**src/nrfp_pkg.sv**
```systemverilog
// Shared types and constants of the NFC response frame parser.
package nrfp_pkg;

   localparam int unsigned BYTE_W   = 8;
   localparam int unsigned STATUS_W = 3;
   localparam int unsigned CSR_IDX_W = 1;

   // Configuration register indexes
   localparam logic [CSR_IDX_W-1:0] CSR_EXPECTED_COMMAND = 1'd0;
   localparam logic [CSR_IDX_W-1:0] CSR_MAX_PAYLOAD      = 1'd1;

   localparam logic [BYTE_W-1:0] EXPECTED_COMMAND_RESET = 8'd0;
   localparam logic [BYTE_W-1:0] MAX_PAYLOAD_RESET      = 8'd19;

   // Frame bytes
   localparam logic [BYTE_W-1:0] START_BYTE_ZERO = 8'h00;
   localparam logic [BYTE_W-1:0] START_BYTE_FF   = 8'hFF;
   localparam logic [BYTE_W-1:0] FRAME_ID        = 8'hD5;
   localparam logic [BYTE_W-1:0] POSTAMBLE_BYTE  = 8'h00;
   localparam logic [BYTE_W-1:0] LEN_OVERHEAD    = 8'd2;

   // Status codes
   localparam logic [STATUS_W-1:0] ST_OK    = 3'd0;
   localparam logic [STATUS_W-1:0] ST_START = 3'd1;
   localparam logic [STATUS_W-1:0] ST_LCS   = 3'd2;
   localparam logic [STATUS_W-1:0] ST_SIZE  = 3'd3;
   localparam logic [STATUS_W-1:0] ST_CMD   = 3'd4;
   localparam logic [STATUS_W-1:0] ST_DCS   = 3'd5;

   typedef struct packed {
      logic [BYTE_W-1:0] rx_byte;
      logic              restart;
   } req_type;

   typedef struct packed {
      logic                is_status;
      logic [BYTE_W-1:0]   payload_byte;
      logic [STATUS_W-1:0] status;
      logic [BYTE_W-1:0]   payload_count;
   } rsp_type;

   // Handshake between the request stage and the parser
   typedef struct packed {
      logic step;
      logic has_result;
   } step_ctl_type;

endpackage

```
**src/nrfp_if.sv**
```systemverilog
// Request and response channel interfaces of the NFC response frame parser.
interface nrfp_req_if
   import nrfp_pkg::*;
();
   logic              valid;
   logic              ready;
   logic [BYTE_W-1:0] rx_byte;
   logic              restart;

   modport source (output valid, output rx_byte, output restart, input ready);
   modport sink   (input valid, input rx_byte, input restart, output ready);
endinterface

interface nrfp_rsp_if
   import nrfp_pkg::*;
();
   logic                valid;
   logic                ready;
   logic                is_status;
   logic [BYTE_W-1:0]   payload_byte;
   logic [STATUS_W-1:0] status;
   logic [BYTE_W-1:0]   payload_count;

   modport source (output valid, output is_status, output payload_byte,
                   output status, output payload_count, input ready);
   modport sink   (input valid, input is_status, input payload_byte,
                   input status, input payload_count, output ready);
endinterface

```
**src/nfc_response_frame_parser.sv**
```systemverilog
// A request's result (payload byte or status) is held in the input register and then registered in the result register.
// Throughput: one request per cycle; the input register, the single-step frame decode and
// the result register each take one byte per cycle, so only rsp ready backpressure slows it.
// Requests that produce no result (well-formed start bytes, LEN, LCS, identifier, code, DCS) retire
// without using the result register.
// Reset (synchronous, active high): parser back to start-byte hunt, both stages empty,
// expected_command to 0 and max_payload to 19.
module nfc_response_frame_parser
   import nrfp_pkg::*;
(
   input  logic                 clock,
   input  logic                 reset,
   nrfp_req_if.sink             req_ch,
   nrfp_rsp_if.source           rsp_ch,
   input  logic                 csr_wr_en,
   input  logic [CSR_IDX_W-1:0] csr_index,
   input  logic [BYTE_W-1:0]    csr_wdata
);

   // Configuration registers
   logic [BYTE_W-1:0] expected_command_ff;
   logic [BYTE_W-1:0] max_payload_ff;

   always_ff @(posedge clock) begin
      if (reset) begin
         expected_command_ff <= EXPECTED_COMMAND_RESET;
         max_payload_ff      <= MAX_PAYLOAD_RESET;
      end else if (csr_wr_en) begin
         case (csr_index)
            CSR_EXPECTED_COMMAND: expected_command_ff <= csr_wdata;
            CSR_MAX_PAYLOAD:      max_payload_ff      <= csr_wdata;
            default: ;
         endcase
      end
   end

   req_type      req_data;
   req_type      held_req;
   step_ctl_type ctl;
   logic         has_result;
   rsp_type      result;
   logic         out_can_accept;
   rsp_type      rsp_data;

   assign req_data.rx_byte = req_ch.rx_byte;
   assign req_data.restart = req_ch.restart;

   // Hold the request here until the parser can retire it
   nrfp_in_stage u_in_stage (
      .clock          (clock),
      .reset          (reset),
      .in_valid       (req_ch.valid),
      .in_ready       (req_ch.ready),
      .in_data        (req_data),
      .out_can_accept (out_can_accept),
      .has_result     (has_result),
      .ctl            (ctl),
      .held_data      (held_req)
   );

   // Decode the held byte against the frame position; advance state on retire
   nrfp_parser u_parser (
      .clock            (clock),
      .reset            (reset),
      .step             (ctl.step),
      .req              (held_req),
      .expected_command (expected_command_ff),
      .max_payload      (max_payload_ff),
      .has_result       (has_result),
      .result           (result)
   );

   // Register the result; a waiting result does not block requests without one
   nrfp_out_stage u_out_stage (
      .clock      (clock),
      .reset      (reset),
      .load       (ctl.has_result),
      .load_data  (result),
      .can_accept (out_can_accept),
      .out_valid  (rsp_ch.valid),
      .out_ready  (rsp_ch.ready),
      .out_data   (rsp_data)
   );

   assign rsp_ch.is_status     = rsp_data.is_status;
   assign rsp_ch.payload_byte  = rsp_data.payload_byte;
   assign rsp_ch.status        = rsp_data.status;
   assign rsp_ch.payload_count = rsp_data.payload_count;

`ifndef ASSERT_OFF
   // A restart request never yields a result
   a_restart_silent: assert property (@(posedge clock) disable iff (reset)
      ctl.step && held_req.restart |-> !ctl.has_result)
      else $error("restart request produced a result");

   // A result is only loaded when the result register has room
   a_no_overwrite: assert property (@(posedge clock) disable iff (reset)
      ctl.has_result |-> out_can_accept)
      else $error("result register overwritten");

   // An ok status never reports more payload than the configured limit
   a_ok_count_limit: assert property (@(posedge clock) disable iff (reset)
      rsp_ch.valid && rsp_ch.is_status && rsp_ch.status == ST_OK
         |-> rsp_ch.payload_count <= max_payload_ff)
      else $error("ok status with payload count above limit");

   // Error statuses and payload results carry a zero count
   a_zero_count: assert property (@(posedge clock) disable iff (reset)
      rsp_ch.valid && !(rsp_ch.is_status && rsp_ch.status == ST_OK)
         |-> rsp_ch.payload_count == 8'd0)
      else $error("nonzero payload count outside ok status");
`endif

endmodule

```
**src/nrfp_in_stage.sv**
```systemverilog
// Input register of the NFC response frame parser.
module nrfp_in_stage
   import nrfp_pkg::*;
(
   input  logic    clock,
   input  logic    reset,
   input  logic    in_valid,
   output logic    in_ready,
   input  req_type in_data,
   input  logic    out_can_accept,
   input  logic    has_result,
   output step_ctl_type ctl,
   output req_type held_data
);

   logic    valid_ff;
   logic    valid_in;
   req_type data_ff;
   logic    advance;

   // Advance when the result slot is free or no result comes from this byte
   assign advance   = valid_ff & (~has_result | out_can_accept);
   assign in_ready  = ~valid_ff | advance;
   assign valid_in  = (in_valid & in_ready) | (valid_ff & ~advance);

   assign ctl.step       = advance;
   assign ctl.has_result = advance & has_result;
   assign held_data      = data_ff;

   always_ff @(posedge clock) begin
      if (reset) begin
         valid_ff <= 1'b0;
      end else begin
         valid_ff <= valid_in;
      end
   end

   always_ff @(posedge clock) begin
      if (in_valid & in_ready) begin
         data_ff <= in_data;
      end
   end

endmodule

```
**src/nrfp_parser.sv**
```systemverilog
// Frame walk state and per-byte decode of the NFC response frame parser.
module nrfp_parser
   import nrfp_pkg::*;
(
   input  logic              clock,
   input  logic              reset,
   input  logic              step,
   input  req_type           req,
   input  logic [BYTE_W-1:0] expected_command,
   input  logic [BYTE_W-1:0] max_payload,
   output logic              has_result,
   output rsp_type           result
);

   localparam logic [3:0] PH_START0 = 4'd0;
   localparam logic [3:0] PH_START1 = 4'd1;
   localparam logic [3:0] PH_START2 = 4'd2;
   localparam logic [3:0] PH_LEN    = 4'd3;
   localparam logic [3:0] PH_LCS    = 4'd4;
   localparam logic [3:0] PH_TFI    = 4'd5;
   localparam logic [3:0] PH_CODE   = 4'd6;
   localparam logic [3:0] PH_DATA   = 4'd7;
   localparam logic [3:0] PH_DCS    = 4'd8;
   localparam logic [3:0] PH_POST   = 4'd9;

   logic [3:0]        phase_ff, phase_in;
   logic [BYTE_W-1:0] frame_length_ff, frame_length_in;
   logic [BYTE_W-1:0] bytes_left_ff, bytes_left_in;
   logic [BYTE_W-1:0] running_sum_ff, running_sum_in;

   logic [BYTE_W-1:0]   b;
   logic [BYTE_W-1:0]   code;
   logic [BYTE_W-1:0]   len_sum;
   logic [BYTE_W-1:0]   data_sum;
   logic [BYTE_W-1:0]   dcs_sum;
   logic [BYTE_W-1:0]   payload_len;
   logic [BYTE_W-1:0]   left_dec;
   logic                err;
   logic [STATUS_W-1:0] err_code;
   logic                clear;

   assign b           = req.rx_byte;
   assign code        = expected_command + 8'd1;
   assign len_sum     = frame_length_ff + b;
   assign data_sum    = running_sum_ff + b;
   assign dcs_sum     = running_sum_ff + b;
   assign payload_len = frame_length_ff - LEN_OVERHEAD;
   assign left_dec    = bytes_left_ff - 8'd1;

   always_comb begin
      phase_in        = phase_ff;
      frame_length_in = frame_length_ff;
      bytes_left_in   = bytes_left_ff;
      running_sum_in  = running_sum_ff;
      has_result      = 1'b0;
      result          = '0;
      err             = 1'b0;
      err_code        = ST_OK;
      clear           = 1'b0;

      if (req.restart) begin
         clear = 1'b1;
      end else begin
         case (phase_ff)
            PH_START1: begin
               if (b != START_BYTE_ZERO) begin
                  err = 1'b1;  err_code = ST_START;
               end else begin
                  phase_in = PH_START2;
               end
            end
            PH_START2: begin
               if (b != START_BYTE_FF) begin
                  err = 1'b1;  err_code = ST_START;
               end else begin
                  phase_in = PH_LEN;
               end
            end
            PH_LEN: begin
               frame_length_in = b;
               phase_in        = PH_LCS;
            end
            PH_LCS: begin
               if (len_sum != 8'd0) begin
                  err = 1'b1;  err_code = ST_LCS;
               end else if (frame_length_ff < LEN_OVERHEAD || payload_len > max_payload) begin
                  err = 1'b1;  err_code = ST_SIZE;
               end else begin
                  running_sum_in = 8'd0;
                  phase_in       = PH_TFI;
               end
            end
            PH_TFI: begin
               if (b != FRAME_ID) begin
                  err = 1'b1;  err_code = ST_CMD;
               end else begin
                  running_sum_in = data_sum;
                  phase_in       = PH_CODE;
               end
            end
            PH_CODE: begin
               if (b != code) begin
                  err = 1'b1;  err_code = ST_CMD;
               end else begin
                  running_sum_in = data_sum;
                  bytes_left_in  = payload_len;
                  phase_in       = (payload_len == 8'd0) ? PH_DCS : PH_DATA;
               end
            end
            PH_DATA: begin
               running_sum_in      = data_sum;
               bytes_left_in       = left_dec;
               if (left_dec == 8'd0) begin
                  phase_in = PH_DCS;
               end
               has_result          = 1'b1;
               result.payload_byte = b;
            end
            PH_DCS: begin
               if (dcs_sum != 8'd0) begin
                  err = 1'b1;  err_code = ST_DCS;
               end else begin
                  phase_in = PH_POST;
               end
            end
            PH_POST: begin
               if (b != POSTAMBLE_BYTE) begin
                  err = 1'b1;  err_code = ST_DCS;
               end else begin
                  has_result           = 1'b1;
                  result.is_status     = 1'b1;
                  result.status        = ST_OK;
                  result.payload_count = payload_len;
                  clear                = 1'b1;
               end
            end
            default: begin
               // First start byte; unused phase codes hunt here too
               if (b != START_BYTE_ZERO) begin
                  err = 1'b1;  err_code = ST_START;
               end else begin
                  phase_in = PH_START1;
               end
            end
         endcase
      end

      if (err) begin
         has_result    = 1'b1;
         result.is_status = 1'b1;
         result.status = err_code;
         clear         = 1'b1;
      end

      if (clear) begin
         phase_in        = PH_START0;
         frame_length_in = 8'd0;
         bytes_left_in   = 8'd0;
         running_sum_in  = 8'd0;
      end
   end

   always_ff @(posedge clock) begin
      if (reset) begin
         phase_ff        <= PH_START0;
         frame_length_ff <= 8'd0;
         bytes_left_ff   <= 8'd0;
         running_sum_ff  <= 8'd0;
      end else if (step) begin
         phase_ff        <= phase_in;
         frame_length_ff <= frame_length_in;
         bytes_left_ff   <= bytes_left_in;
         running_sum_ff  <= running_sum_in;
      end
   end

endmodule

```
**src/nrfp_out_stage.sv**
```systemverilog
// Result register of the NFC response frame parser.
module nrfp_out_stage
   import nrfp_pkg::*;
(
   input  logic    clock,
   input  logic    reset,
   input  logic    load,
   input  rsp_type load_data,
   output logic    can_accept,
   output logic    out_valid,
   input  logic    out_ready,
   output rsp_type out_data
);

   logic    valid_ff, valid_in;
   rsp_type data_ff;

   assign can_accept = ~valid_ff | out_ready;
   assign valid_in   = load | (valid_ff & ~out_ready);
   assign out_valid  = valid_ff;
   assign out_data   = data_ff;

   always_ff @(posedge clock) begin
      if (reset) begin
         valid_ff <= 1'b0;
      end else begin
         valid_ff <= valid_in;
      end
   end

   always_ff @(posedge clock) begin
      if (load) begin
         data_ff <= load_data;
      end
   end

endmodule
```
**src/flat_wrapper.sv**
```systemverilog
// flat-port wrapper written by rule: the top's interface ports become plain ports
module nfc_response_frame_parser_flat import nrfp_pkg::*;
  (clock, reset, csr_wr_en, csr_index, csr_wdata, req_ch_valid, req_ch_rx_byte, req_ch_restart, req_ch_ready, rsp_ch_valid, rsp_ch_is_status, rsp_ch_payload_byte, rsp_ch_status, rsp_ch_payload_count, rsp_ch_ready);
  nrfp_req_if req_ch_i ();
  nrfp_rsp_if rsp_ch_i ();
  input  logic clock;
  input  logic reset;
  input  logic csr_wr_en;
  input  logic [CSR_IDX_W-1:0] csr_index;
  input  logic [BYTE_W-1:0] csr_wdata;
  input wire logic [$bits(req_ch_i.valid)-1:0] req_ch_valid;
  input wire logic [$bits(req_ch_i.rx_byte)-1:0] req_ch_rx_byte;
  input wire logic [$bits(req_ch_i.restart)-1:0] req_ch_restart;
  output wire logic [$bits(req_ch_i.ready)-1:0] req_ch_ready;
  output wire logic [$bits(rsp_ch_i.valid)-1:0] rsp_ch_valid;
  output wire logic [$bits(rsp_ch_i.is_status)-1:0] rsp_ch_is_status;
  output wire logic [$bits(rsp_ch_i.payload_byte)-1:0] rsp_ch_payload_byte;
  output wire logic [$bits(rsp_ch_i.status)-1:0] rsp_ch_status;
  output wire logic [$bits(rsp_ch_i.payload_count)-1:0] rsp_ch_payload_count;
  input wire logic [$bits(rsp_ch_i.ready)-1:0] rsp_ch_ready;
  assign req_ch_i.valid = req_ch_valid;
  assign req_ch_i.rx_byte = req_ch_rx_byte;
  assign req_ch_i.restart = req_ch_restart;
  assign req_ch_ready = req_ch_i.ready;
  assign rsp_ch_valid = rsp_ch_i.valid;
  assign rsp_ch_is_status = rsp_ch_i.is_status;
  assign rsp_ch_payload_byte = rsp_ch_i.payload_byte;
  assign rsp_ch_status = rsp_ch_i.status;
  assign rsp_ch_payload_count = rsp_ch_i.payload_count;
  assign rsp_ch_i.ready = rsp_ch_ready;
  nfc_response_frame_parser u_core (.clock(clock), .reset(reset), .req_ch(req_ch_i), .rsp_ch(rsp_ch_i), .csr_wr_en(csr_wr_en), .csr_index(csr_index), .csr_wdata(csr_wdata));
endmodule
```
**config.mk**
```make
export PLATFORM = sky130hd
export DESIGN_NAME = nfc_response_frame_parser_flat
export DESIGN_NICKNAME = d
export VERILOG_FILES = /design/src/nrfp_pkg.sv /design/src/nrfp_if.sv /design/src/nfc_response_frame_parser.sv /design/src/nrfp_in_stage.sv /design/src/nrfp_parser.sv /design/src/nrfp_out_stage.sv /design/src/flat_wrapper.sv
export SDC_FILE = /design/constraint.sdc
export NUM_CORES = 1
export LEC_CHECK = 0
export BUFFER_PORTS_ARGS = -buffer_cell sky130_fd_sc_hd__clkbuf_2
export CAP_MARGIN = 20
export CORE_MARGIN = 2
export CORE_UTILIZATION = 56
export CTS_CLUSTER_SIZE = 40
export DETAILED_ROUTE_END_ITERATION = 10
export GPL_TIMING_DRIVEN = 0
export PLACE_DENSITY = 0.76
export SETUP_SLACK_MARGIN = 0.4
export SYNTH_ARGS = -nofsm -noshare
export SYNTH_HDL_FRONTEND = slang
export SYNTH_SLANG_ARGS = --single-unit
export TNS_END_PERCENT = 50
```
**constraint.sdc**
```tcl
create_clock -name clock -period 8.1 [get_ports clock]
set_clock_uncertainty 0.15 [all_clocks]
set_input_delay 0.81 -clock clock [delete_from_list [all_inputs] [get_ports clock]]
set_output_delay 0.81 -clock clock [all_outputs]
set_load 0.01 [all_outputs]
```
== Word-level counts from Yosys, hierarchy flattened ==
Index checks and enable logic that the tools add are counted.
Word-level totals
  flip-flop bits (word level): 75
  output and inout bits: 22
  word-level logic and storage cells: 138
Operators by class
  $add $sub $neg: 5
  order comparisons: 2
  eq/ne operators: 23
  multiplexer cells: 58
  bitwise logic cells: 18
  reductions and logical operators: 18
Operators by type and width (number)
  8-bit 2-to-1 mux: 15
  4-bit 2-to-1 mux: 12
  4-bit case mux with 9 select lines: 1
  8-bit case mux with 4 select lines: 1
  3-bit != test, second input constant: 8
  8-bit nonzero test: 3
  3-bit case mux with 7 select lines: 1
  20-bit 2-to-1 mux: 1
  3-bit 2-to-1 mux: 6
  8-bit adder: 2
  4-bit by 3-bit equality test with 1-bit output, second input constant: 4
  8-bit zero test: 2
  1-bit 2-to-1 mux: 16
  8-bit != test, second input constant: 2
  8-bit case mux with 2 select lines: 1
  12-bit AND reduction: 1
  9-bit by 2-bit != test with 1-bit output, second input constant: 1
  8-bit by 1-bit adder with 8-bit output, second input constant: 1
  4-bit by 2-bit equality test with 1-bit output, second input constant: 2
  4-bit equality test, second input constant: 2
  8-bit greater-than comparator: 1
  8-bit by 2-bit < comparator with 1-bit output, second input constant: 1
  8-bit != test: 1
  1-bit inverter: 8
  other kinds (19): 31

== Logic depth before layout (Yosys ltp) ==
Gate-level depths: netlist (run 1).
  depth after elaboration: 14
  depth in mapped cells: 16

== By module ==
Synthesis (run 1) repeated with hierarchy kept, for this count alone.
Second synthesis, totals
  cell total of the unflattened synthesis: 501
  area, all modules: 4748.3 µm²
By module, submodules not included
  nrfp_parser: times used 1, cells each 395, area an instance 3055.4 µm², seq. area each 560.5 µm²
  nfc_response_frame_parser: times used 1, cells each 64, area an instance 688.2 µm², seq. area each 320.3 µm²
  nrfp_out_stage: times used 1, cells each 24, area an instance 646.9 µm², seq. area each 620.6 µm²
  nrfp_in_stage: times used 1, cells each 18, area an instance 357.8 µm², seq. area each 290.3 µm²

== Worst setup path before layout (run 1) ==
Ideal clock, no wire load.
  path type: register -> register
  start: register u_core.u_parser.frame_length_ff[1]
  end: register u_core.u_out_stage.data_ff, in the netlist u_core.u_out_stage.out_data[0] (enable)
  library setup time: 0.397 ns
  arrival time: 3.734 ns
  data required time: 7.553 ns
  slack: 3.819 ns
  cell stages (with the launch flop): 14
  buffers on the path: 1
  period minus slack after synthesis: 4.281 ns
  cell sequence: dfxtp_1 -> inv_1 -> ha_1 -> xnor2_1 -> inv_1 -> ha_1 -> a21oi_1 -> o21ai_0 -> a32o_1 -> o31a_1 -> nor3_4 -> a32oi_2 -> clkbuf_1 -> nor2_1
Between the ends
  cells in the longest elaborated chain, start to end: 12
Ends and longest elaborated chain
  start, declared: line nrfp_parser.sv:27  | logic [BYTE_W-1:0] frame_length_ff, frame_length_in;
  start signal, assigned: line nrfp_parser.sv:171  | frame_length_ff <= frame_length_in;
  8-bit by 2-bit subtractor with 8-bit output (*): line nrfp_parser.sv:47  | assign payload_len = frame_length_ff - LEN_OVERHEAD;
  via u_core.u_parser.payload_len[1]: line nrfp_parser.sv:36  | logic [BYTE_W-1:0] payload_len;
  8-bit greater-than comparator (*): line nrfp_parser.sv:86  | end else if (frame_length_ff < LEN_OVERHEAD || payload_len > max_payload) begin
  1-bit logical OR (*): line nrfp_parser.sv:86
  1-bit 2-to-1 mux (*): line nrfp_parser.sv:86
  1-bit 2-to-1 mux (*): line nrfp_parser.sv:84  | if (len_sum != 8'd0) begin
  1-bit case mux with 6 select lines (*): line nrfp_parser.sv:64  | case (phase_ff)
  1-bit 2-to-1 mux (*): line nrfp_parser.sv:61  | if (req.restart) begin
  1-bit 2-to-1 mux (*): line nrfp_parser.sv:148  | if (err) begin
  1-bit inverter: line nrfp_in_stage.sv:22  | assign advance = valid_ff & (~has_result | out_can_accept);
  1-bit bitwise OR: line nrfp_in_stage.sv:22
  1-bit AND: line nrfp_in_stage.sv:22
  1-bit AND (*): line nrfp_in_stage.sv:27  | assign ctl.has_result = advance & has_result;
  via u_core.u_out_stage.load: line nrfp_out_stage.sv:7  | input logic load,
  end signal, assigned: line nrfp_out_stage.sv:33  | data_ff <= load_data;
  end, declared: line nrfp_out_stage.sv:16  | rsp_type data_ff;
The timed path passes the listed nets; every way through them passes the cells marked *.
A chain may end at the register's enable or synchronous reset.

== Worst setup path after layout (run 1) ==
  start: register u_core.u_parser.frame_length_ff[1]
  end: output req_ch_ready
Between the ends
  cells in the longest elaborated chain, start to end: 12
Ends and longest elaborated chain
  8-bit by 2-bit subtractor with 8-bit output: line nrfp_parser.sv:47
  via u_core.u_parser.payload_len[1]: line nrfp_parser.sv:36
  8-bit greater-than comparator: line nrfp_parser.sv:86
  1-bit logical OR: line nrfp_parser.sv:86
  1-bit 2-to-1 mux: line nrfp_parser.sv:86
  1-bit 2-to-1 mux: line nrfp_parser.sv:84
  1-bit case mux with 6 select lines: line nrfp_parser.sv:64
  1-bit 2-to-1 mux: line nrfp_parser.sv:61
  1-bit 2-to-1 mux: line nrfp_parser.sv:148
  1-bit inverter: line nrfp_in_stage.sv:22
  1-bit bitwise OR: line nrfp_in_stage.sv:22
  1-bit AND: line nrfp_in_stage.sv:22
  1-bit bitwise OR: line nrfp_in_stage.sv:23  | assign in_ready = ~valid_ff | advance;
  end, declared: line flat_wrapper.sv:14  | output wire logic [$bits(req_ch_i.ready)-1:0] req_ch_ready;
The timed path passes the listed nets, and every way through them passes these cells.

==> results.md, run 1 <==
| Step | Metric | Value |
| --- | --- | --- |
| worst setup path | Type of destination of the critical path | output pin |
| sta | Number of slew-limit violations in the final report | 0 |
| global route | Vias in the first global route | 3961 |
| sta | Share of the clock period used by the worst path after layout | 64.0% |
| sta | Measured slew at the worst slew-check pin | 0.684 ns |
| sta | Worst max-slew margin expressed relative to the limit | 54.4% |
| min path | Startpoint of the lowest-slack hold path | u_core.max_payload_ff[6] |
| clock tree | Root buf cell | sky130_fd_sc_hd__clkbuf_8 |
| global route | All-Layer GR Usage | 27.8% |
| place | Place WS | 3.23 ns |
| worst setup path | Startpoint class of the critical path | register |
| global route | Initial antenna violation count | 0 |
| worst setup path | Critical path startpoint | u_core.u_parser.frame_length_ff[1] |
| sta | Total setup violations reported at the end of the flow | 0 |
| synth | Fraction of the yosys area taken by sequential cells | 38.2% |
| status | Result of the run | complete, no violations |
| pwr | Leakage power | 1.98 nW |
| route | Total vias in the final route | 4254 |
| place | Routability Congestion | 1.00 |
| route | Count of nets left with antenna violations after detail routing | 0 |
| clock tree | Clock insertion delay at the later pin of the skew report | 0.35 ns |
| route | Drt drc | 0 |
| pwr | Worst IR drop on VDD | 0.129 mV |
| global route | First-pass GRT wire length | 19.4 mm |
| synth | Post-synthesis register bit count | 75 |
| clock tree | Clock tree from TritonCTS | built |
| synth | Number of cells produced by synthesis | 538 |
| global route | GRT Residual Overflow | 0 |
| route | DR WL/cell | 17.0 um |
| synth | Asr flop ratio synth | 0% |
| sta | Slack of the critical path | 2.92 ns |
| clock tree | TritonCTS Buffers | 9 |
| synth | Number of distinct library cells after synthesis | 66 |
| clock tree | H-Tree Level Count | 3 |
| synth | Post-synth EDFFs | 29 |
| min path | Worst hold path type | reg -> reg |
| sta | Post-layout min period | 5.18 ns |
| place | Placed Cells | 687 |
| synth | Syn_nets | 589 |
| final layout | Layout overhead on the synthesized area | 11.6% |
| route | Vias per Instance | 6.06 |
| route | First-pass iteration count of the detailed router | 5 |
| final layout | Antenna cells | 0 |
| floorplan | Die extent in y | 95.5 um |
| sta | Number of hold violations in the final report | 0 |
| synth | Warnings from Yosys | 0 |
| synth | Post-synth top flop | sky130_fd_sc_hd__dfxtp_1 |
| clock tree | Hold buffer count at cts | 0 |
| floorplan | Die footprint | 9110 um^2 |
| final layout | Net total in the final layout | 644 |
| sta | Total Negative Setup Slacks | 0 ns |
| pwr | Power Dens Cells | 147 nW/um^2 |
| floorplan | Initial Util | 57.3% |
| clock tree | CTS clock-pin slew for the worst setup and hold paths | 0.08 ns |
| worst setup path | Critical path start-end classification | reg -> out |
| clock tree | PostCTS Resize Cnt | 0 |
| floorplan | Total I/O pin count | 45 |
| final layout | Non-Filler Instances | 702 |
| run | Max-cap violations | 0 |
| sta | Worst Hold Slack | 0.311 ns |
| place | Number of port buffers | 43 |
| place | Placed wire-length estimate | 8.86 mm |
| synth | Post-Syn Area | 4680 um^2 |
| clock tree | Postcts setup bufs | 0 |
| global route | Pin count of the biggest net entering global routing | 15 |
| sta | Maximum clock frequency | 193 MHz |
| floorplan | Core box area | 8180 um^2 |
| worst setup path | Required time at the worst-slack endpoint | 7.14 ns |
| synth | Synthesized area divided by synthesized cell count | 8.71 um^2 |
| floorplan | Die width | 95.5 um |
| worst setup path | FF-to-FF Start | u_core.u_parser.frame_length_ff[1] |
| route | Wirelength, routed | 11.9 mm |
| clock tree | CTS sink count | 75 |
| final layout | Fraction of layout instances using a drive strength above 1 | 12.2% |
| route | First-iteration detailed-routing DRC count | 328 |
| sta | Setup repair after global routing missed its margin | no |
| worst setup path | Critical path fanouts, max | 8 |
| floorplan | Cell Rows | 33 |
| clock tree | Buffer levels on the longest clock path | 2 |
| worst setup path | Critical Path AT | 4.22 ns |
[critical path, cell delays in order (launching register included)]
cell,delay (ns)
sky130_fd_sc_hd__dfxtp_1,0.59
sky130_fd_sc_hd__inv_1,0.19
sky130_fd_sc_hd__ha_1,0.28
sky130_fd_sc_hd__xnor2_1,0.39
sky130_fd_sc_hd__inv_1,0.10
sky130_fd_sc_hd__ha_1,0.34
sky130_fd_sc_hd__a21oi_1,0.14
sky130_fd_sc_hd__o21ai_0,0.10
sky130_fd_sc_hd__a32o_1,0.29
sky130_fd_sc_hd__o31a_1,0.40
sky130_fd_sc_hd__nor4b_1,0.48
sky130_fd_sc_hd__nor2_1,0.13
sky130_fd_sc_hd__o211ai_1,0.26
sky130_fd_sc_hd__clkbuf_2,0.18
[cell families after synthesis]
family,count (synthesis),share of synthesized area [%]
compound gates,148,19.9
fa+ha+maj,28,7.80
flops,75,38.2
mux,1,0.214
xor+xnor,27,5.05
simple gates,207,24.3
buf+inv,52,4.54
[worst paths after layout]
check | endpoint | slack [ns] | cells after the start
setup / recovery | req_ch_ready | 2.92 | 13
hold / removal | u_core.max_payload_ff[6] | 0.31 | 2
setup reg to reg | u_core.u_out_stage.out_data[16] | 3.13 | 14
hold reg to reg | u_core.max_payload_ff[6] | 0.31 | 2
[cell type report]
cell class	count	area [um^2]
clock buffers	10	138
repair buffers	44	223
plain buffers	24	108
well taps	105	131
flip-flops and latches	75	1790
multi-input cells	411	2680
clock inverters	5	53.8
fillers	738	2950
inverters	28	105
[metal layers]
metal	up-vias	part of all wire, %	global-route usage [%]
li1	2080	-	-
met1	1960	44	36.8
met3	18	7.3	4.35
met2	196	47	46.4
met4	0	1.7	9.40
met5	-	0	0
[cells in the mapped netlist, types with 5 or more instances]
master	n	area share (%)
sky130_fd_sc_hd__or4_1	10	1.6
sky130_fd_sc_hd__xnor2_1	13	2.4
sky130_fd_sc_hd__a21o_1	6	0.96
sky130_fd_sc_hd__a21oi_1	58	6.2
sky130_fd_sc_hd__ha_1	26	6.9
sky130_fd_sc_hd__nand3_1	14	1.5
sky130_fd_sc_hd__nand2b_1	10	1.3
sky130_fd_sc_hd__nand3b_1	8	1.3
sky130_fd_sc_hd__nor2b_1	11	1.5
sky130_fd_sc_hd__a211oi_1	7	1.1
sky130_fd_sc_hd__nor4_1	5	0.67
sky130_fd_sc_hd__o21ai_0	34	3.6
sky130_fd_sc_hd__xor2_1	14	2.6
sky130_fd_sc_hd__clkbuf_1	17	1.4
sky130_fd_sc_hd__edfxtp_1	29	19
sky130_fd_sc_hd__and2_1	10	1.3
sky130_fd_sc_hd__or4b_1	5	1.1
sky130_fd_sc_hd__dfxtp_1	46	20
sky130_fd_sc_hd__nand4_1	8	1.1
sky130_fd_sc_hd__nor3_1	16	1.7
sky130_fd_sc_hd__nand2_1	52	4.2
sky130_fd_sc_hd__inv_1	28	2.2
sky130_fd_sc_hd__nor2_1	34	2.7
[power breakdown]
group	total, mW	internal, mW	switching, mW
registers	0.412	0.402	0.0109
logic	0.0666	0.0257	0.0409
clock network	0.289	0.147	0.141
total	0.768	0.575	0.193
[layout by cell type, fill, tap and decap left out, types with 3 or more instances in the layout]
| master | n |
|---|---|
| sky130_fd_sc_hd__or4b_1 | 5 |
| sky130_fd_sc_hd__nand3_1 | 14 |
| sky130_fd_sc_hd__o21ai_0 | 34 |
| sky130_fd_sc_hd__dfxtp_1 | 46 |
| sky130_fd_sc_hd__nor3_1 | 16 |
| sky130_fd_sc_hd__clkbuf_2 | 43 |
| sky130_fd_sc_hd__nor2b_1 | 11 |
| sky130_fd_sc_hd__a21oi_1 | 58 |
| sky130_fd_sc_hd__nor2_1 | 34 |
| sky130_fd_sc_hd__a31oi_1 | 3 |
| sky130_fd_sc_hd__o21a_1 | 4 |
| sky130_fd_sc_hd__or4_1 | 10 |
| sky130_fd_sc_hd__buf_1 | 3 |
| sky130_fd_sc_hd__a211oi_1 | 7 |
| sky130_fd_sc_hd__clkbuf_8 | 10 |
| sky130_fd_sc_hd__nand3b_1 | 8 |
| sky130_fd_sc_hd__inv_1 | 28 |
| sky130_fd_sc_hd__a21o_1 | 6 |
| sky130_fd_sc_hd__nand4_1 | 8 |
| sky130_fd_sc_hd__nand2_1 | 52 |
| sky130_fd_sc_hd__or3_1 | 4 |
| sky130_fd_sc_hd__nor4_1 | 5 |
| sky130_fd_sc_hd__xnor2_1 | 13 |
| sky130_fd_sc_hd__nor3b_1 | 3 |
| sky130_fd_sc_hd__o211ai_1 | 3 |
| sky130_fd_sc_hd__o41ai_1 | 3 |
| sky130_fd_sc_hd__clkbuf_1 | 17 |
| sky130_fd_sc_hd__edfxtp_1 | 29 |
| sky130_fd_sc_hd__o31ai_1 | 4 |
| sky130_fd_sc_hd__and2_1 | 10 |
| sky130_fd_sc_hd__nand2b_1 | 10 |
| sky130_fd_sc_hd__a22o_1 | 4 |
| sky130_fd_sc_hd__xor2_1 | 14 |
| sky130_fd_sc_hd__ha_1 | 26 |
[registers in the layout, indices dropped and copies added, names as in the netlist]
register and flops:
u_core.expected_command_ff 8, u_core.max_payload_ff 8, u_core.u_in_stage.held_data 9, u_core.u_in_stage.valid_ff 1, u_core.u_out_stage.out_data 20, u_core.u_out_stage.out_valid 1
u_core.u_parser.bytes_left_ff 8, u_core.u_parser.frame_length_ff 8, u_core.u_parser.phase_ff 4, u_core.u_parser.running_sum_ff 8
[through the flow]
stage | cell area [um^2] | utilization, % | power [mW]
after floorplan | 4680 | - | 0.461
after global placement | 5030 | 61.5 | 0.484
after detailed placement | 5040 | 61.6 | 0.487
after CTS | 5230 | 64.0 | 0.769
after global routing | 5230 | 64.0 | 0.794
final | 5230 | 64.0 | 0.768
(Power assumes the default switching activity.)
==> inputs of run 2 (changes only) <==
- CORE_UTILIZATION: 56 -> 54
- PLACE_DENSITY: 0.76 -> 0.77
- clock period: 8.1 -> 4.45 ns (I/O delays scaled with it)
==> results.md, run 2 (synthesis results as in run 1) <==
| Step | Metric | Value | Delta |
| --- | --- | --- | --- |
| status | Result of the run | complete, no violations |  |
| route | Total vias in the final route | 4433 | +4.2% |
| final layout | Fill cell total of the finished layout | 688 | -6.8% |
| pwr | Leakage power | 2.15 nW | +8.5% |
| worst setup path | Cells along the critical path | nor3_2 -> nand3_1 -> xnor2_2 -> ha_1 -> nand4_1 -> inv_1 -> a32o_1 -> o31a_1 -> nor4b_4 -> nor2_2 -> o211ai_1 -> buf_2 |  |
| global route | Pin count of the biggest net entering global routing | 13 | -2 |
| sta | Measured slew at the worst slew-check pin | 0.675 ns | -0.00951 ns |
| clock tree | TritonCTS Buffers | 9 | unchanged |
| final layout | Fraction of layout instances using a drive strength above 1 | 19.2% | +6.9 points |
| final layout | Non-Filler Instances | 721 | +2.7% |
| place | Routability Congestion | 0.967 | -3.4% |
| floorplan | Initial Util | 56.4% | -0.86 points |
| route | First-iteration detailed-routing DRC count | 353 | +7.6% |
| worst setup path | Number of buffers and inverters on the critical path | 2 | -1 |
| sta | Maximum clock frequency | 249 MHz |  |
| route | First-pass iteration count of the detailed router | 5 | unchanged |
| worst setup path | Critical register-to-register path endpoint | u_core.u_parser.bytes_left_ff[3] |  |
| run | Max-cap violations | 0 | unchanged |
| global route | First-pass GRT wire length | 19.7 mm | +1.7% |
| final layout | Layout overhead on the synthesized area | 19.4% |  |
| final layout | Net total in the final layout | 662 | +2.8% |
| clock tree | Clock tree from TritonCTS | built |  |
| place | Placed Cells | 686 | -0.15% |
| worst setup path | Flop2flop setup slack | 0.44 ns | -2.69 ns |
| worst setup path | Critical Path AT | 3.42 ns | -0.80 ns |
| min path | Worst hold path type | in -> reg |  |
| worst setup path | Required time at the worst-slack endpoint | 3.86 ns | -3.28 ns |
| worst setup path | Type of destination of the critical path | output pin |  |
| sta | Total Negative Setup Slacks | 0 ns | unchanged |
| clock tree | H-Tree Level Count | 3 | unchanged |
| clock tree | CTS sink count | 75 | unchanged |
| route | Vias per Instance | 6.15 | +1.5% |
| sta | Number of slew-limit violations in the final report | 0 | unchanged |
| place | Placed wire-length estimate | 8.92 mm | +0.67% |
| clock tree | CTS clock-pin slew for the worst setup and hold paths | 0.08 ns | about the same |
| min path | Endpoint, Worst Hold | u_core.u_in_stage.held_data[3] |  |
| final layout | Leading cell type in the layout, fill and taps excluded | sky130_fd_sc_hd__a21oi_1 |  |
| final layout | Antenna cells | 0 | unchanged |
| worst setup path | Top Family by Delay on Critical Path | simple AND/OR/NAND/NOR gates |  |
| global route | Vias in the first global route | 4064 | +2.6% |
| final layout | Number of flip-flops under the largest register name | 20 | unchanged |
| clock tree | Clock insertion delay at the later pin of the skew report | 0.36 ns | about the same |
| sta | Worst Hold Slack | 0.106 ns | -0.205 ns |
| clock tree | Buffer levels on the longest clock path | 2 | unchanged |
| route | Wirelength, routed | 12.5 mm | +4.8% |
| route | Count of nets left with antenna violations after detail routing | 0 | unchanged |
| floorplan | Die footprint | 9440 um^2 | +3.6% |
| global route | All-Layer GR Usage | 25.9% | -1.9 points |
| floorplan | Core box area | 8300 um^2 | +1.5% |
| floorplan | Total I/O pin count | 45 | unchanged |
| sta | Worst max-slew margin expressed relative to the limit | 55.0% | +0.63 points |
| route | Drt drc | 0 | unchanged |
| pwr | Worst IR drop on VDD | 0.237 mV | +83% |
| min path | Startpoint of the lowest-slack hold path | req_ch_rx_byte[2] |  |
| worst setup path | Reg2Reg Depth | 14 | unchanged |
| floorplan | Cell Rows | 33 | unchanged |
| global route | Initial antenna violation count | 0 | unchanged |
| sta | Setup repair after global routing missed its margin | yes |  |
| worst setup path | Cell with the largest stage delay on the worst path | sky130_fd_sc_hd__dfxtp_2 |  |
| sta | Share of the clock period used by the worst path after layout | 90.2% |  |
| global route | GRT Residual Overflow | 0 | unchanged |
| floorplan | Die width | 97.1 um | +1.8% |
| clock tree | Root buf cell | sky130_fd_sc_hd__clkbuf_8 |  |
| worst setup path | Critical path fanouts, max | 7 | -1 |
| route | DR WL/cell | 17.3 um | +2.0% |
| sta | Total setup violations reported at the end of the flow | 0 | unchanged |
| worst setup path | FF-to-FF Start | u_core.u_parser.frame_length_ff[3] |  |
| pwr | Power Dens Cells | 280 nW/um^2 | +91% |
| final layout | Commonest cells after routing, fill and taps aside | 57 x sky130_fd_sc_hd__a21oi_1, 52 x sky130_fd_sc_hd__nand2_1, 44 x sky130_fd_sc_hd__clkbuf_2 |  |
| min path | Hold path depth | 1 | -1 |
| worst setup path | Critical path start-end classification | reg -> out |  |
| worst setup path | Startpoint class of the critical path | register |  |
| sta | Post-layout min period | 4.01 ns |  |
| floorplan | Die extent in y | 97.1 um | +1.8% |
| sta | Number of hold violations in the final report | 0 | unchanged |
| worst setup path | Delay of the slowest critical-path stage | 0.41 ns | -0.18 ns |
| pwr | Overall power after layout | 1.57 mW | +100% |
| final layout | Share of the core filled with cells | 67.4% | +3.4 points |
| place | Number of port buffers | 43 | unchanged |
run 2: cell types whose count changed in the layout (fill, tap and decap cells not counted), moves of 3 or more:
cell | before | now
sky130_fd_sc_hd__xnor2_1 | 13 | 8
sky130_fd_sc_hd__xnor2_2 | 0 | 5
sky130_fd_sc_hd__bufinv_16 | 1 | 4
sky130_fd_sc_hd__ha_1 | 26 | 23
sky130_fd_sc_hd__dfxtp_1 | 46 | 42
sky130_fd_sc_hd__buf_4 | 1 | 18
run 2: timing repair:
| action | 4_1_cts | 5_1_grt |
|---|---|---|
| cloned | 1 | 0 |
| endpoints found under the setup margin | 59 | 58 |
| buffers inserted | 11 | 7 |
| pin swaps | 10 | 12 |
| hold buffers | 0 | 0 |
| gates resized for setup | 15 | 23 |
run 2: layout make-up:
type	count	area, um^2	share of cell area [%]
multi-input cells	412	2840	50.7
flip-flops and latches	75	1800	32.2
repair buffers	61	350	6.27
well taps	105	131	2.35
clock buffers	10	128	2.28
clock inverters	6	128	2.28
plain buffers	24	110	1.97
inverters	28	105	1.88
run 2: worst max-delay path by stage:
stage / startpoint / end / slack [ns] / depth (start not counted)
2_1_floorplan: u_core.u_parser.frame_length_ff[1] / u_core.u_out_stage.out_data[0] / 0.49 / 13
3_3_place_gp: u_core.u_parser.frame_length_ff[1] / u_core.u_out_stage.out_data[5] / -0.38 / 13
3_5_place_dp: u_core.u_parser.frame_length_ff[1] / u_core.u_out_stage.out_data[7] / -0.46 / 13
4_1_cts: u_core.u_in_stage.held_data[1] / req_ch_ready / 0.40 / 10
5_1_grt: u_core.u_parser.frame_length_ff[3] / req_ch_ready / 0.32 / 12
6_report: u_core.u_parser.frame_length_ff[3] / req_ch_ready / 0.44 / 12
run 2: through the flow:
| step | setup WS, ns | instance area (um^2) |
|---|---|---|
| after floorplan | 0.493 | 4690 |
| after global placement | -0.381 | 5030 |
| after detailed placement | -0.461 | 5030 |
| after CTS | 0.403 | 5460 |
| after global routing | 0.321 | 5590 |
| final | 0.437 | 5590 |
run 2: worst register-to-register path: stages (launching register included):
cell	delay, ns
sky130_fd_sc_hd__dfxtp_2	0.41
sky130_fd_sc_hd__nor3_2	0.22
sky130_fd_sc_hd__nand3_1	0.18
sky130_fd_sc_hd__xnor2_2	0.28
sky130_fd_sc_hd__ha_1	0.29
sky130_fd_sc_hd__nand4_1	0.15
sky130_fd_sc_hd__inv_1	0.06
sky130_fd_sc_hd__a32o_1	0.24
sky130_fd_sc_hd__o31a_1	0.41
sky130_fd_sc_hd__or4b_4	0.62
sky130_fd_sc_hd__buf_6	0.17
sky130_fd_sc_hd__buf_2	0.20
sky130_fd_sc_hd__a211oi_1	0.24
sky130_fd_sc_hd__nand3_1	0.14
sky130_fd_sc_hd__a21oi_2	0.18
run 2: power by group:
group	total [mW]	switching [mW]	internal (mW)
Clock	0.685	0.260	0.426
Combinational	0.133	0.0810	0.0516
Sequential	0.748	0.0183	0.730
run 2: metal layers:
| metal | up-vias | track usage, % | routed length [um] |
|---|---|---|---|
| li1 | 2120 | - | - |
| met1 | 2084 | 33.6 | 5230 |
| met2 | 210 | 42.8 | 5990 |
| met3 | 19 | 5.68 | 1050 |
| met4 | 0 | 8.99 | 207 |
| met5 | - | 0 | 0 |
==> inputs of run 3 (changes only) <==
- CORE_ASPECT_RATIO: not set -> 1.25
==> results.md, run 3 (synthesis results as in run 1) <==
| Step | Metric | Value | Delta |
| --- | --- | --- | --- |
| status | Result of the run | complete, no violations |  |
| clock tree | Hold buffer count at cts | 0 | unchanged |
| sta | Measured slew at the worst slew-check pin | 0.687 ns | +0.0119 ns |
| place | Placed wire-length estimate | 9.18 mm | +2.9% |
| final layout | Leading cell type in the layout, fill and taps excluded | sky130_fd_sc_hd__a21oi_1 |  |
| global route | First-pass GRT wire length | 20.1 mm | +2.0% |
| clock tree | Root buf cell | sky130_fd_sc_hd__clkbuf_8 |  |
| min path | Worst hold path type | in -> reg |  |
| global route | GRT Residual Overflow | 0 | unchanged |
| route | Count of nets left with antenna violations after detail routing | 0 | unchanged |
| final layout | Number of flip-flops under the largest register name | 20 | unchanged |
| sta | Total setup violations reported at the end of the flow | 0 | unchanged |
| route | Vias per Instance | 6.17 | +0.32% |
| floorplan | Initial Util | 54.7% | -1.7 points |
| pwr | Switching pwr | 0.356 mW | -0.84% |
| clock tree | H-Tree Level Count | 3 | unchanged |
| floorplan | Die width | 87.3 um | -10% |
| worst setup path | Cell with the largest stage delay on the worst path | sky130_fd_sc_hd__edfxtp_1 |  |
| pwr | Share of power burned in combinational logic | 10.1% | +1.6 points |
| pwr | Switching Share | 26.6% | +3.7 points |
| run | Max-cap violations | 0 | unchanged |
| worst setup path | Top Family by Delay on Critical Path | compound AO/OA/AOI/OAI gates |  |
| place | Routability Congestion | 0.976 | +0.97% |
| global route | Initial antenna violation count | 0 | unchanged |
| worst setup path | Startpoint class of the critical path | register |  |
| route | First-pass iteration count of the detailed router | 6 | +1 |
| pwr | Overall power after layout | 1.34 mW | -15% |
| floorplan | Total I/O pin count | 45 | unchanged |
| final layout | Share of the core filled with cells | 65.3% | -2.1 points |
| pwr | Clock Power Share | 34.0% | -9.8 points |
| place | Place WS | -0.490 ns | -0.0293 ns |
| sta | Share of the clock period used by the worst path after layout | 89.1% | -1.1 points |
| pwr | Internal cell power | 0.980 mW | -19% |
| clock tree | TritonCTS Buffers | 9 | unchanged |
| route | DR WL/cell | 17.8 um | +2.9% |
| clock tree | Clock tree from TritonCTS | built |  |
| worst setup path | Critical path start-end classification | reg -> out |  |
| sta | Worst max-slew margin expressed relative to the limit | 54.1% | -0.89 points |
| sta | Slack of the critical path | 0.486 ns | +0.0484 ns |
| worst setup path | Critical path fanouts, max | 4 | -3 |
| final layout | Antenna cells | 0 | unchanged |
| global route | Global-route track usage on met2 | 48.4% | +5.5 points |
| pwr | Power Dens Cells | 239 nW/um^2 | -15% |
| sta | Number of slew-limit violations in the final report | 0 | unchanged |
| final layout | Commonest cells after routing, fill and taps aside | 58 x sky130_fd_sc_hd__a21oi_1, 51 x sky130_fd_sc_hd__nand2_1, 44 x sky130_fd_sc_hd__clkbuf_2 |  |
| worst setup path | Number of buffers and inverters on the critical path | 1 | -1 |
| clock tree | CTS sink count | 75 | unchanged |
| global route | Global routing met3 resource utilization | 4.05% | -1.6 points |
| final layout | Net total in the final layout | 667 | +0.76% |
| worst setup path | Critical Path AT | 3.37 ns | -0.05 ns |
| global route | Vias in the first global route | 4202 | +3.4% |
| global route | Grt peak-use layer | met2 |  |
| route | Total vias in the final route | 4447 | +0.32% |
| final layout | Fill cell total of the finished layout | 719 | +4.5% |
| global route | Met1 demand-to-capacity share in global routing | 33.0% | -0.57 points |
| sta | Setup repair after global routing missed its margin | yes |  |
| clock tree | Buffer levels on the longest clock path | 2 | unchanged |
| place | Number of port buffers | 43 | unchanged |
| final layout | Fraction of layout instances using a drive strength above 1 | 20.8% | +1.6 points |
| route | First-iteration detailed-routing DRC count | 402 | +14% |
| pwr | Worst IR drop on VDD | 0.192 mV | -19% |
| final layout | Layout overhead on the synthesized area | 19.3% | about the same |
| worst setup path | Cells along the critical path | ha_4 -> fa_2 -> a211o_1 -> nand4_1 -> or3b_1 -> o31a_1 -> nor4b_4 -> nor2_2 -> o211ai_1 -> buf_2 |  |
| route | Wirelength, routed | 12.8 mm | +2.9% |
| pwr | Seq pwr share | 56.0% | +8.2 points |
| floorplan | Die footprint | 9440 um^2 | about the same |
| clock tree | CTS clock-pin slew for the worst setup and hold paths | 0.07 ns | about the same |
| sta | Post-layout min period | 3.96 ns | -0.0484 ns |
| global route | All-Layer GR Usage | 27.6% | +1.7 points |
| route | Drt drc | 0 | unchanged |
| pwr | Leakage power | 2.15 nW | +0.17% |
| sta | Maximum clock frequency | 252 MHz | +1.2% |
| worst setup path | Required time at the worst-slack endpoint | 3.86 ns | about the same |
| worst setup path | Delay of the slowest critical-path stage | 0.47 ns | +0.06 ns |
| sta | Number of hold violations in the final report | 0 | unchanged |
| worst setup path | Type of destination of the critical path | output pin |  |
| global route | Pin count of the biggest net entering global routing | 13 | unchanged |
| floorplan | Core box area | 8560 um^2 | +3.1% |
| floorplan | Die extent in y | 108 um | +11% |
| clock tree | Clock insertion delay at the later pin of the skew report | 0.36 ns | about the same |
| floorplan | Cell Rows | 38 | +15% |
[run 3: cell types whose count changed in the layout (fill, tap and decap cells not counted), moves of 2 or more]
cell                        change
sky130_fd_sc_hd__a211oi_1       -2
sky130_fd_sc_hd__a211oi_2       +2
sky130_fd_sc_hd__buf_4          +6
sky130_fd_sc_hd__bufinv_16      -4
sky130_fd_sc_hd__clkinv_1       -2
sky130_fd_sc_hd__clkinv_2       +5
sky130_fd_sc_hd__dfxtp_1        -2
sky130_fd_sc_hd__dfxtp_2        +2
[run 3: power groups by stage]
stage | clock network [mW] | registers, mW | logic [mW]
6_report | 0.454 | 0.747 | 0.134
5_1_grt | 0.490 | 0.750 | 0.149
4_1_cts | 0.458 | 0.749 | 0.125
3_5_place_dp | 0 | 0.766 | 0.120
3_3_place_gp | 0 | 0.765 | 0.114
2_1_floorplan | 0 | 0.763 | 0.0758
[run 3: routing by layer]
metal	routed length, um	share of wire, %	up-vias
met5	0	0	-
met1	5190	40	2093
met2	6450	50	184
li1	-	-	2132
met4	396	3.1	0
met3	804	6.3	38
[run 3: cell type report]
cell class | instances | area (um^2) | area share (%)
Inverter | 28 | 105 | 1.88
Multi-Input combinational cell | 412 | 2890 | 51.7
Clock inverter | 6 | 32.5 | 0.582
Timing Repair Buffer | 66 | 388 | 6.94
Tap cell | 100 | 125 | 2.24
Sequential cell | 75 | 1800 | 32.3
Buffer | 24 | 114 | 2.04
Clock buffer | 10 | 128 | 2.28
[run 3: timing repair]
item | CTS | global route
gates resized for setup | 14 | 36
cloned | 1 | 0
pin swaps | 8 | 11
endpoints found under the setup margin | 59 | 58
buffers inserted | 8 | 15
[run 3: path summary, 6_finish.rpt]
check                                                     from                                to  slack [ns]  cells after the start
worst max-delay path            u_core.u_in_stage.held_data[1]                      req_ch_ready        0.49                     10
worst min-delay path                         req_ch_rx_byte[4]    u_core.u_in_stage.held_data[5]        0.11                      1
worst max register to register  u_core.u_in_stage.held_data[1]  u_core.u_parser.bytes_left_ff[1]        0.51                     12
worst min register to register        u_core.max_payload_ff[2]          u_core.max_payload_ff[2]        0.31                      2
[run 3: through the flow]
step           hold slack [ns]  cells  TNS [ns]  cell area [um^2]
2_1_floorplan            0.286    538         0              4690
3_3_place_gp             0.299    681    -10.15              5030
3_5_place_dp             0.299    681    -13.32              5030
4_1_cts                  0.103    706         0              5330
5_1_grt                  0.105    721         0              5590
6_report                 0.113    721         0              5590
